### config.mk
export PLATFORM = sky130hd
export DESIGN_NAME = tseq_cell
export DESIGN_NICKNAME = d
export VERILOG_FILES = /design/src/hw/rtl/assert_macros.svh /design/src/hw/rtl/tseq_pkg.sv /design/src/hw/rtl/tseq_cell.sv
export SDC_FILE = /design/constraint.sdc
export NUM_CORES = 1
export LEC_CHECK = 0
export CAP_MARGIN = 10
export CORE_AREA = 4 4 127 129
export CTS_CLUSTER_DIAMETER = 30
export DETAILED_ROUTE_END_ITERATION = 7
export DIE_AREA = 0 0 131 133
export DONT_BUFFER_PORTS = 1
export GPL_TIMING_DRIVEN = 0
export PLACE_DENSITY = 0.52
export REMOVE_ABC_BUFFERS = 1
export SLEW_MARGIN = 15
export SYNTH_ARGS = -nofsm -noshare
export SYNTH_HDL_FRONTEND = slang
export SYNTH_SLANG_ARGS = --single-unit
export TNS_END_PERCENT = 50
### constraint.sdc
create_clock -name clock -period 7.1 [get_ports clock]
set_input_delay 0.355 -clock clock [delete_from_list [all_inputs] [get_ports clock]]
set_output_delay 0.355 -clock clock [all_outputs]
set_load 0.01 [all_outputs]
### src/hw/rtl/assert_macros.svh
// assertion macros shared by the event queue rtl
// expects signals named clock and reset in the including scope
`ifndef ASSERT_MACROS_SVH
`define ASSERT_MACROS_SVH

// property that must hold at every clock edge outside reset
`define TSEQ_ASSERT(label, prop, msg) \
   label: assert property (@(posedge clock) disable iff (reset) (prop)) else $error(msg);

// condition that must hold in the cycle after a trigger
`define TSEQ_ASSERT_NEXT(label, trig, cons, msg) \
   label: assert property (@(posedge clock) disable iff (reset) (trig) |=> (cons)) else $error(msg);

`endif

### src/hw/rtl/tseq_pkg.sv
// shared types and codes for the time sorted event queue
// no dependencies
package tseq_pkg;

   localparam int TYPE_W = 4;
   localparam int TIME_W = 48;
   localparam int OCC_W  = 7;

   // operation codes
   typedef enum logic [1:0] {
      OP_INSERT    = 2'd0,
      OP_POP       = 2'd1,
      OP_REM_FIRST = 2'd2,
      OP_REM_LAST  = 2'd3
   } op_type;

   // response status codes
   typedef enum logic [1:0] {
      STAT_DONE = 2'd0,
      STAT_NONE = 2'd1,
      STAT_FULL = 2'd2
   } status_type;

   // one held entry
   typedef struct packed {
      logic [TYPE_W-1:0] etype;
      logic [TIME_W-1:0] etime;
   } entry_type;

   // control broadcast from the top level to every cell
   typedef struct packed {
      logic              capture;
      logic              apply;
      op_type            op;
      logic [TYPE_W-1:0] req_type;
      logic [TIME_W-1:0] req_time;
   } cell_ctl_type;

endpackage

### src/hw/rtl/tseq_cell.sv
// one slot of the sorted event row: holds an entry and a compare flag
// depends on tseq_pkg
module tseq_cell import tseq_pkg::*; #(
   parameter int CNT_W      = 7,
   parameter int CELL_INDEX = 0
) (
   input  logic         clock,
   input  cell_ctl_type ctl,
   input  logic [CNT_W-1:0] count,
   input  entry_type    prev_entry,
   input  entry_type    next_entry,
   input  logic         prev_flag,
   input  logic         fwd_in,
   input  logic         bwd_in,
   input  entry_type    acc_in,
   output entry_type    entry_out,
   output logic         flag_out,
   output logic         fwd_out,
   output logic         bwd_out,
   output entry_type    acc_out
);

   entry_type entry_ff, entry_in;
   logic      flag_ff, flag_in;
   logic      occupied;
   logic      hit;
   logic      shift;
   logic      latest;

   assign occupied = CNT_W'(CELL_INDEX) < count;
   assign latest   = (ctl.op == OP_REM_LAST);

   // compare against the request while it is taken
   always_comb begin
      flag_in = flag_ff;
      if (ctl.capture) begin
         if (ctl.op == OP_INSERT) begin
            flag_in = occupied && (entry_ff.etime <= ctl.req_time);
         end else begin
            flag_in = occupied && ((ctl.op == OP_POP) || (entry_ff.etype == ctl.req_type));
         end
      end
   end

   // match chains in both directions, hit marks the entry to remove
   assign fwd_out = fwd_in | flag_ff;
   assign bwd_out = bwd_in | flag_ff;
   assign hit     = flag_ff && (latest ? !bwd_in : !fwd_in);
   assign acc_out = hit ? (acc_in | entry_ff) : acc_in;

   // cells at or beyond the removed entry take their right neighbour
   assign shift = latest ? (!bwd_in && (fwd_in || flag_ff)) : (fwd_in || flag_ff);

   // next slot contents
   always_comb begin
      entry_in = entry_ff;
      if (ctl.apply) begin
         if (ctl.op == OP_INSERT) begin
            if (!flag_ff) begin
               if (prev_flag) begin
                  entry_in.etype = ctl.req_type;
                  entry_in.etime = ctl.req_time;
               end else begin
                  entry_in = prev_entry;
               end
            end
         end else if (shift) begin
            entry_in = next_entry;
         end
      end
   end

   always_ff @(posedge clock) begin
      entry_ff <= entry_in;
      flag_ff  <= flag_in;
   end

   assign entry_out = entry_ff;
   assign flag_out  = flag_ff;

endmodule

==> results of run 1 <==
per-stage QoR:
step / TNS (ns) / hold slack [ns] / area [sq um] / total power (uW)
floorplan: 0 / 0.467 / 4290 / 558
global placement: -69.94 / 0.468 / 4530 / 608
detailed placement: 0 / 0.468 / 4640 / 616
CTS: 0 / 0.150 / 4770 / 867
global route: 0 / 0.147 / 4770 / 904
finish: 0 / 0.167 / 4770 / 849
final timing paths:
path | start | endpoint | slack, ns | cells after the start
max | entry_out[49] | flag_out | 4.17 | 6
max reg2reg | entry_out[49] | flag_out | 4.17 | 6
min | ctl[55] | flag_out | 0.17 | 0
min reg2reg | flag_out | entry_out[39] | 1.14 | 2
area by class of cell:
type | instances | area (sq um) | area share
Timing Repair Buffer | 6 | 80.1 | 0.0168
Multi-Input combinational cell | 344 | 2540 | 0.533
Tap cell | 188 | 235 | 0.0493
Inverter | 50 | 188 | 0.0393
Clock buffer | 8 | 136 | 0.0286
Sequential cell | 53 | 1590 | 0.333
metal layers:
layer / wire length [um] / part of all wire / global-route usage
met5: 0 / 0 / 0
met1: 5210 / 0.38 / 0.153
met4: 142 / 0.010 / 0.0309
met2: 7070 / 0.52 / 0.271
met3: 1190 / 0.087 / 0.0440
layout by cell type, fill, tap and decap left out:
master / Yosys / routed
buf_12: 0 / 1
or2_4: 0 / 1
a311oi_4: 0 / 1
nand2_1: 61 / 61
edfxtp_1: 53 / 53
o211ai_1: 1 / 1
nand4_1: 11 / 11
a221oi_1: 2 / 1
nor3_1: 2 / 2
a21o_1: 59 / 59
a2111oi_0: 1 / 1
clkbuf_16: 0 / 5
a221oi_4: 0 / 1
nor2_1: 5 / 5
o41ai_1: 1 / 1
nand3_1: 7 / 7
nor4_1: 1 / 1
and4_1: 1 / 1
o41ai_2: 1 / 1
xor2_1: 4 / 4
a211oi_1: 4 / 4
o31ai_1: 1 / 1
or2_2: 2 / 1
a21boi_0: 1 / 1
buf_8: 0 / 1
a21oi_1: 17 / 17
buf_6: 0 / 4
ha_1: 48 / 48
inv_1: 50 / 50
mux2i_1: 52 / 52
clkbuf_1: 20 / 3
nor2b_1: 2 / 2
o21ai_0: 55 / 55
o32ai_1: 1 / 1
or4_1: 2 / 2
o221ai_1: 1 / 1
registers in the layout, indices dropped and copies added, names as in the netlist:
register   cells
entry_out     52
flag_out       1
worst max-delay path, stage by stage, from the launching register on:
cell      delay, ns
edfxtp_1       0.48
xor2_1         0.20
o41ai_2        0.74
o41ai_1        0.34
nor3_1         0.37
o221ai_1       0.17
o32ai_1        0.39
power groups by stage:
stage | Sequential, uW | Combinational, uW | Clock (uW)
after detailed placement | 423 | 192 | 0
after CTS | 416 | 194 | 257
after floorplan | 415 | 143 | 0
after global placement | 428 | 180 | 0
final | 416 | 190 | 244
after global routing | 419 | 218 | 267
cell families (layout without fill, tap and decap cells):
logic type	Yosys count	after routing	synth area share
adders and majority gates	48	48	0.137
xor gates and xnor gates	4	4	0.00799
and+or+nand+nor	94	94	0.0951
AOI/OAI and AO/OA	146	146	0.214
buffers and inverters	73	64	0.0634
DFF	53	53	0.363
muxes	52	52	0.119
==> impl_metrics.csv, run 1 <==
group,metric,value,unit
worst_setup_path,path_max_fanout,3,
timing,setup_violations,0,
die,fp.coreArea,0.0150,sq mm
timing,setup_ws,4.17,ns
logic_synthesis,synth_edf_count,53,
routing,vias,3515,
clocking,clock_latency,0.30,ns
worst_setup_path,path_class,"flop to flop",
global_routing,grt_max_degree,60,
power,swShare,0.304,
timing,fmax,0.342,GHz
run_status,status,"finished clean",
power,leakage,0.00232,uW
clocking,cts_resized,0,
logic_synthesis,syn_inst,470,
die,pin_count,330,
routing,ant_nets,0,
logic_synthesis,synthMostInstantiatedCell,"nand2_1",
layout,finish.utilization,0.318,
logic_synthesis,synth_warnings,0,
run,cap_violations,0,
logic_synthesis,synth_top_area_share,0.363,
timing,slew_viol_final,0,
logic_synthesis,synthFlopType,"edfxtp_1",
power,ir_drop,0.0800,mV
hold_path,min_path_type,"input pin to flop",
layout,nFillCells,1553,
worst_setup_path,critPathRequiredTime,7.16,ns
timing,finClkSkew,0.00730,ns
global_routing,grt.total_usage,0.143,
placed_design,dp_slack,4.05,ns
layout,drive_above_1_share,0.0347,
global_routing,grt_pass1_vias,3685,
logic_synthesis,yosys.area.top_type,"edfxtp_1",
timing,max_slew.worst_pin.slew,0.822,ns
routing,wl,13.6,mm
die,core.rowCount,45,
logic_synthesis,syn-cell-area,0.00438,sq mm
logic_synthesis,netlist_top_cells_count,"nand2_1, a21o_1, o21ai_0, edfxtp_1, mux2i_1",
placed_design,io_buffers,0,
global_routing,grt_antenna_before_repair,0,
power,switchingPower,258,uW
routing,drc,0,
clocking,h-tree-depth,2,
clocking,cts_buffer_depth,2,
power,p_per_area,178,mW/mm^2
power,power_frac_seq,0.489,
routing,first_iter_violations,136,
clocking,root_buffer,"clkbuf_16",
placed_design,dp.cells,641,
logic_synthesis,syn_avg_cell_area,9.32,sq um
placed_design,place_congestion,0.736,
global_routing,grt_pass1_wl,19.2,mm
layout,fin_nets,731,
clocking,clk_pin_slew_worst_paths,0.06,ns
power,clkPwrFrac,0.287,
worst_setup_path,worst_setup_path_start_kind,"flop",
clocking,tritoncts,"done",
timing,maxSlewHeadroom,0.445,
placed_design,hpwl,11.4,mm
worst_setup_path,crit_arrival,2.99,ns
timing,fin_crit_sh,0.412,
clocking,cts_buffers,5,
layout,final_cells,649,
logic_synthesis,async_reset_ff_frac,0,
die,die_w,131,um
logic_synthesis,ys_ff_latch,53,
routing,wl_per_cell,21.0,um
timing,finalHoldViolCount,0,
logic_synthesis,synthTopCellsByArea,"edfxtp_1, ha_1, mux2i_1",
clocking,cts-hold-fix-buffers,0,
global_routing,grt-ovfl-total,0,
layout,syn_to_final_growth,8.97,%
die,dieArea,0.0174,sq mm
power,combPwrFrac,0.223,
worst_setup_path,crit_path_end_kind,"flop",
routing,first_pass_iters,5,
routing,avgViaCountPerCell,5.42,
power,p_int,591,uW
clocking,cts.sink_count,53,
die,chipHeight,133,um
logic_synthesis,synth-seq-area-share,0.363,
die,start_util,0.291,
logic_synthesis,netlist-cell-type-count,31,
layout,n_antenna_cell,0,
timing,finalCriticalPeriod,2.93,ns
clocking,cts_setup_buffers,0,
timing,rsz0062_at_grt,"false",
No activity file was read; power rests on OpenSTA's default activity.
==> run 2, diff against run 1 <==
Clock period 7.1 ns to 2.9 ns, I/O delays scaled along.
==> run 2 against run 1 <==
Compared with the run above: routed wire length hardly changed; worst hold slack worse by 0.14 ns; setup slack worse by 3.9 ns; combinational power is 150% higher.
==> impl_metrics.csv, run 2 (same netlist as run 1, synthesis figures left out) <==
group,metric,value,unit
die,dieArea,0.0174,sq mm
routing,ant_nets,0,
hold_path,min_path_type,"input pin to flop",
clocking,tritoncts,"done",
worst_setup_path,cp-startpoint,"entry_out[49]",
timing,fmax,0.384,GHz
routing,drc,0,
die,die_w,131,um
clocking,clock_latency,0.30,ns
timing,rsz0062_at_grt,"false",
hold_path,hp-start,"next_entry[36]",
run_status,status,"finished clean",
timing,maxSlewHeadroom,0.423,
power,leakage,0.00233,uW
power,power_frac_seq,0.488,
global_routing,grt_pass1_wl,19.3,mm
clocking,cts_buffer_depth,2,
clocking,h-tree-depth,2,
clocking,cts_setup_buffers,0,
layout,n_antenna_cell,0,
timing,finalCriticalPeriod,2.60,ns
routing,first_pass_iters,4,
global_routing,grt_max_degree,60,
worst_setup_path,worst_setup_path_start_kind,"flop",
layout,drive_above_1_share,0.0368,
power,switchingPower,636,uW
worst_setup_path,path_max_fanout,3,
worst_setup_path,crit_path_end_kind,"flop",
placed_design,hpwl,11.4,mm
worst_setup_path,critPathRequiredTime,3.00,ns
placed_design,place_congestion,0.736,
placed_design,io_buffers,0,
routing,wl,13.6,mm
timing,setup_violations,0,
layout,fin_nets,732,
power,swShare,0.305,
power,ir_drop,0.196,mV
clocking,root_buffer,"clkbuf_16",
global_routing,grt.total_usage,0.144,
worst_setup_path,crit_arrival,2.70,ns
global_routing,grt_pass1_vias,3694,
global_routing,grt-ovfl-total,0,
die,core.rowCount,45,
timing,finalHoldViolCount,0,
routing,vias,3526,
clocking,cts.sink_count,53,
clocking,cts_buffers,5,
timing,finClkSkew,0.00725,ns
clocking,clk_pin_slew_worst_paths,0.07,ns
die,start_util,0.291,
layout,layout_common_cells,"nand2_1, a21o_1, o21ai_0",
layout,multi_input_area,0.00256,sq mm
die,chipHeight,133,um
die,fp.coreArea,0.0150,sq mm
timing,hold_slack,0.0317,ns
die,pin_count,330,
layout,largest_reg_flops,52,
layout,finish.utilization,0.320,
layout,mostFrequentLayoutCell,"nand2_1",
timing,slew_viol_final,0,
timing,max_slew.worst_pin.slew,0.855,ns
power,clkPwrFrac,0.287,
routing,avgViaCountPerCell,5.42,
timing,fin_crit_sh,0.898,
worst_setup_path,path_class,"flop to flop",
power,p_int,1450,uW
run,cap_violations,0,
layout,ff_latch_area,0.00159,sq mm
layout,nFillCells,1551,
layout,syn_to_final_growth,9.62,%
power,p_per_area,434,mW/mm^2
routing,wl_per_cell,20.9,um
power,combPwrFrac,0.226,
worst_setup_path,r2r-start,"entry_out[49]",
routing,first_iter_violations,137,
global_routing,grt_antenna_before_repair,0,
## run 2: cell count changes in the layout (fill, tap and decap cells not counted)
cell,change
dlygate4sd3_1,+1
o32ai_1,-1
o32ai_2,+1
o41ai_2,-1
o41ai_4,+1
## run 2: final timing paths
path                            cells after the start  slack [ns]       endpoint
worst max-delay path                                6        0.30       flag_out
worst min-delay path                                2        0.03  entry_out[36]
worst max register to register                      6        0.30       flag_out
worst min register to register                      2        1.14  entry_out[39]
## run 2: final cells by class
cell class | instances | share of cell area
Timing Repair Buffer | 7 | 0.0188
Multi-Input combinational cell | 344 | 0.533
Tap cell | 188 | 0.0490
Inverter | 50 | 0.0391
Sequential cell | 53 | 0.331
Clock buffer | 8 | 0.0284
## run 2: critical path, stage by stage (launching register included)
cell	delay (ns)
edfxtp_1	0.48
xor2_1	0.21
o41ai_4	0.58
o41ai_1	0.29
nor3_1	0.36
o221ai_1	0.19
o32ai_2	0.29
## run 2: power groups by stage
stage / Sequential [uW] / Combinational [uW] / Clock (uW)
after floorplan: 1020 / 350 / 0
after global placement: 1050 / 440 / 0
after detailed placement: 1040 / 471 / 0
after CTS: 1020 / 479 / 629
after global routing: 1030 / 540 / 653
final: 1020 / 470 / 598
## run 2: routing by layer
layer / wire, um / global-route usage
met1: 5210 / 0.153
met2: 7100 / 0.272
met3: 1170 / 0.0440
met4: 140 / 0.0309
met5: 0 / 0
## run 2: repair_timing
item	in CTS	in global routing
resized for setup	1	1
hold buffers	1	0
endpoints found under the setup margin	1	1
pin swaps	0	0
hold endpoints to repair	1	0
## run 2: metrics by stage
step                      power, uW  worst slack (ns)  instance area [sq um]  cells  TNS [ns]
final                          2090             0.297                   4800    650         0
after global routing           2220            0.0461                   4800    650         0
after CTS                      2130            0.0314                   4800    650         0
after detailed placement       1510            -0.153                   4640    641    -0.153
after global placement         1490             -5.34                   4530    635   -319.56
after floorplan                1370             -2.72                   4290    447   -141.39
==> run 3, diff against run 2 <==
Settings changed: CORE_AREA 4 4 127 129 to 4 4 126 128, DIE_AREA 0 0 131 133 to 0 0 130 132.
==> run 3 against run 2 <==
Compared with the run above: sequential power barely moved; register-to-register slack barely moved; critical endpoint unchanged; via count is 0.74% lower; sequential cell count is the same; count of clock-buffer cells in the layout is 2 lower; setup slack improved by 0.013 ns; largest cell class unchanged; worst hold slack improved by 0.0027 ns; non-clock buffer count did not move; total power down 0.96%.
==> impl_metrics.csv, run 3 (same netlist as run 1, synthesis figures left out) <==
group,metric,value,unit
layout,nFillCells,1564,
global_routing,grt.total_usage,0.139,
timing,fmax,0.386,GHz
global_routing,grt_max_degree,56,
die,die_w,130,um
placed_design,place_congestion,0.759,
routing,wl,12.8,mm
timing,max_slew.worst_pin.slew,0.818,ns
routing,wl_per_cell,19.7,um
placed_design,io_buffers,0,
routing,avgViaCountPerCell,5.39,
layout,final_cells,649,
worst_setup_path,crit_arrival,2.58,ns
worst_setup_path,worst_setup_path_start_kind,"flop",
layout,syn_to_final_growth,9.19,%
worst_setup_path,crit_path_end_kind,"flop",
layout,n_antenna_cell,0,
clocking,cts_resized,0,
layout,ff_latch_area,0.00159,sq mm
layout,finish.utilization,0.322,
clocking,cts_buffer_depth,2,
hold_path,hp-start,"next_entry[6]",
timing,slew_viol_final,0,
clocking,clock_latency,0.30,ns
routing,first_iter_violations,86,
worst_setup_path,path_class,"flop to flop",
layout,mostFrequentLayoutCell,"nand2_1",
run,cap_violations,0,
clocking,cts_setup_buffers,0,
timing,rsz0062_at_grt,"false",
clocking,root_buffer,"clkbuf_16",
die,chipHeight,132,um
layout,largest_reg_flops,52,
timing,setup_violations,0,
routing,drc,0,
worst_setup_path,cp-startpoint,"entry_out[45]",
timing,finalCriticalPeriod,2.59,ns
timing,finClkSkew,0.00363,ns
routing,first_pass_iters,4,
die,start_util,0.295,
clocking,tritoncts,"done",
layout,fin_nets,732,
clocking,cts.sink_count,53,
power,p_int,1440,uW
power,clkPwrFrac,0.284,
power,p_per_area,432,mW/mm^2
power,power_frac_seq,0.492,
power,switchingPower,625,uW
layout,multi_input_area,0.00254,sq mm
timing,finalHoldViolCount,0,
global_routing,grt_pass1_wl,18.8,mm
power,ir_drop,0.194,mV
layout,drive_above_1_share,0.0347,
hold_path,min_path_type,"input pin to flop",
worst_setup_path,r2r-start,"entry_out[45]",
die,core.rowCount,45,
routing,vias,3500,
clocking,cts_buffers,5,
power,combPwrFrac,0.225,
power,leakage,0.00232,uW
die,fp.coreArea,0.0149,sq mm
clocking,clk_pin_slew_worst_paths,0.07,ns
timing,maxSlewHeadroom,0.447,
worst_setup_path,critPathRequiredTime,2.89,ns
run_status,status,"finished clean",
routing,ant_nets,0,
placed_design,hpwl,10.9,mm
power,swShare,0.303,
global_routing,grt_antenna_before_repair,0,
placed_design,dp.cells,641,
global_routing,grt-ovfl-total,0,
timing,tns,0,ns
timing,fin_crit_sh,0.893,
layout,layout_common_cells,"nand2_1, a21o_1, o21ai_0",
worst_setup_path,path_max_fanout,3,
clocking,h-tree-depth,2,
die,dieArea,0.0172,sq mm
global_routing,grt_pass1_vias,3671,
die,pin_count,330,
[run 3: cell types whose count changed in the layout (fill, tap and decap cells not counted)]
cell	change
buf_6	-1
buf_8	+1
clkbuf_1	-2
clkinv_1	+1
o32ai_1	+1
o32ai_2	-1
o41ai_2	+1
o41ai_4	-1
[run 3: what timing repair did]
item | in CTS | in global routing
hold buffers | 1 | 0
endpoints found under the hold margin | 1 | 0
setup endpoints to repair | 0 | 0
[run 3: metal layers]
metal  GRT usage  vias to the layer above  routed length (um)
li1            -                     1687                   -
met1       0.156                     1623                4910
met2       0.261                      183                6640
met3      0.0340                        7                1070
met4      0.0306                        0                 136
met5           0                        -                   0
[run 3: metrics by stage]
step / total power, uW / cell area (sq um) / worst slack [ns] / hold slack (ns)
after floorplan: 1370 / 4290 / -2.72 / 0.257
after CTS: 2120 / 4780 / 0.190 / 0.0216
after global routing: 2210 / 4780 / 0.0631 / 0.0209
after global placement: 1480 / 4530 / -5.19 / 0.258
after detailed placement: 1510 / 4640 / 0.208 / 0.258
final: 2070 / 4780 / 0.310 / 0.0344
[run 3: path summary, 6_finish.rpt]
kind                  end  slack, ns  cells after the start
max              flag_out       0.31                      6
min          entry_out[6]       0.03                      2
max reg2reg      flag_out       0.31                      6
min reg2reg      flag_out       1.14                      6
[run 3: final cells by class]
| class | count | share of cell area |
|---|---|---|
| Clock inverter | 1 | 0.000785 |
| Timing Repair Buffer | 7 | 0.0196 |
| Inverter | 50 | 0.0392 |
| Sequential cell | 53 | 0.333 |
| Clock buffer | 6 | 0.0269 |
| Multi-Input combinational cell | 344 | 0.532 |
| Tap cell | 188 | 0.0492 |
[run 3: power by group through the flow]
| stage | Combinational (uW) | Clock, uW | Sequential [uW] |
|---|---|---|---|
| after floorplan | 350 | 0 | 1020 |
| after global placement | 438 | 0 | 1050 |
| after detailed placement | 472 | 0 | 1040 |
| after CTS | 477 | 623 | 1020 |
| after global routing | 537 | 646 | 1030 |
| final | 464 | 586 | 1020 |
[run 3: critical path, cell delays in order (launching register included)]
cell and delay (ns):
edfxtp_1 0.51, ha_1 0.35, nand4_1 0.20, nor4_1 0.56
nand4_1 0.28, nor3_1 0.24, o32ai_1 0.14
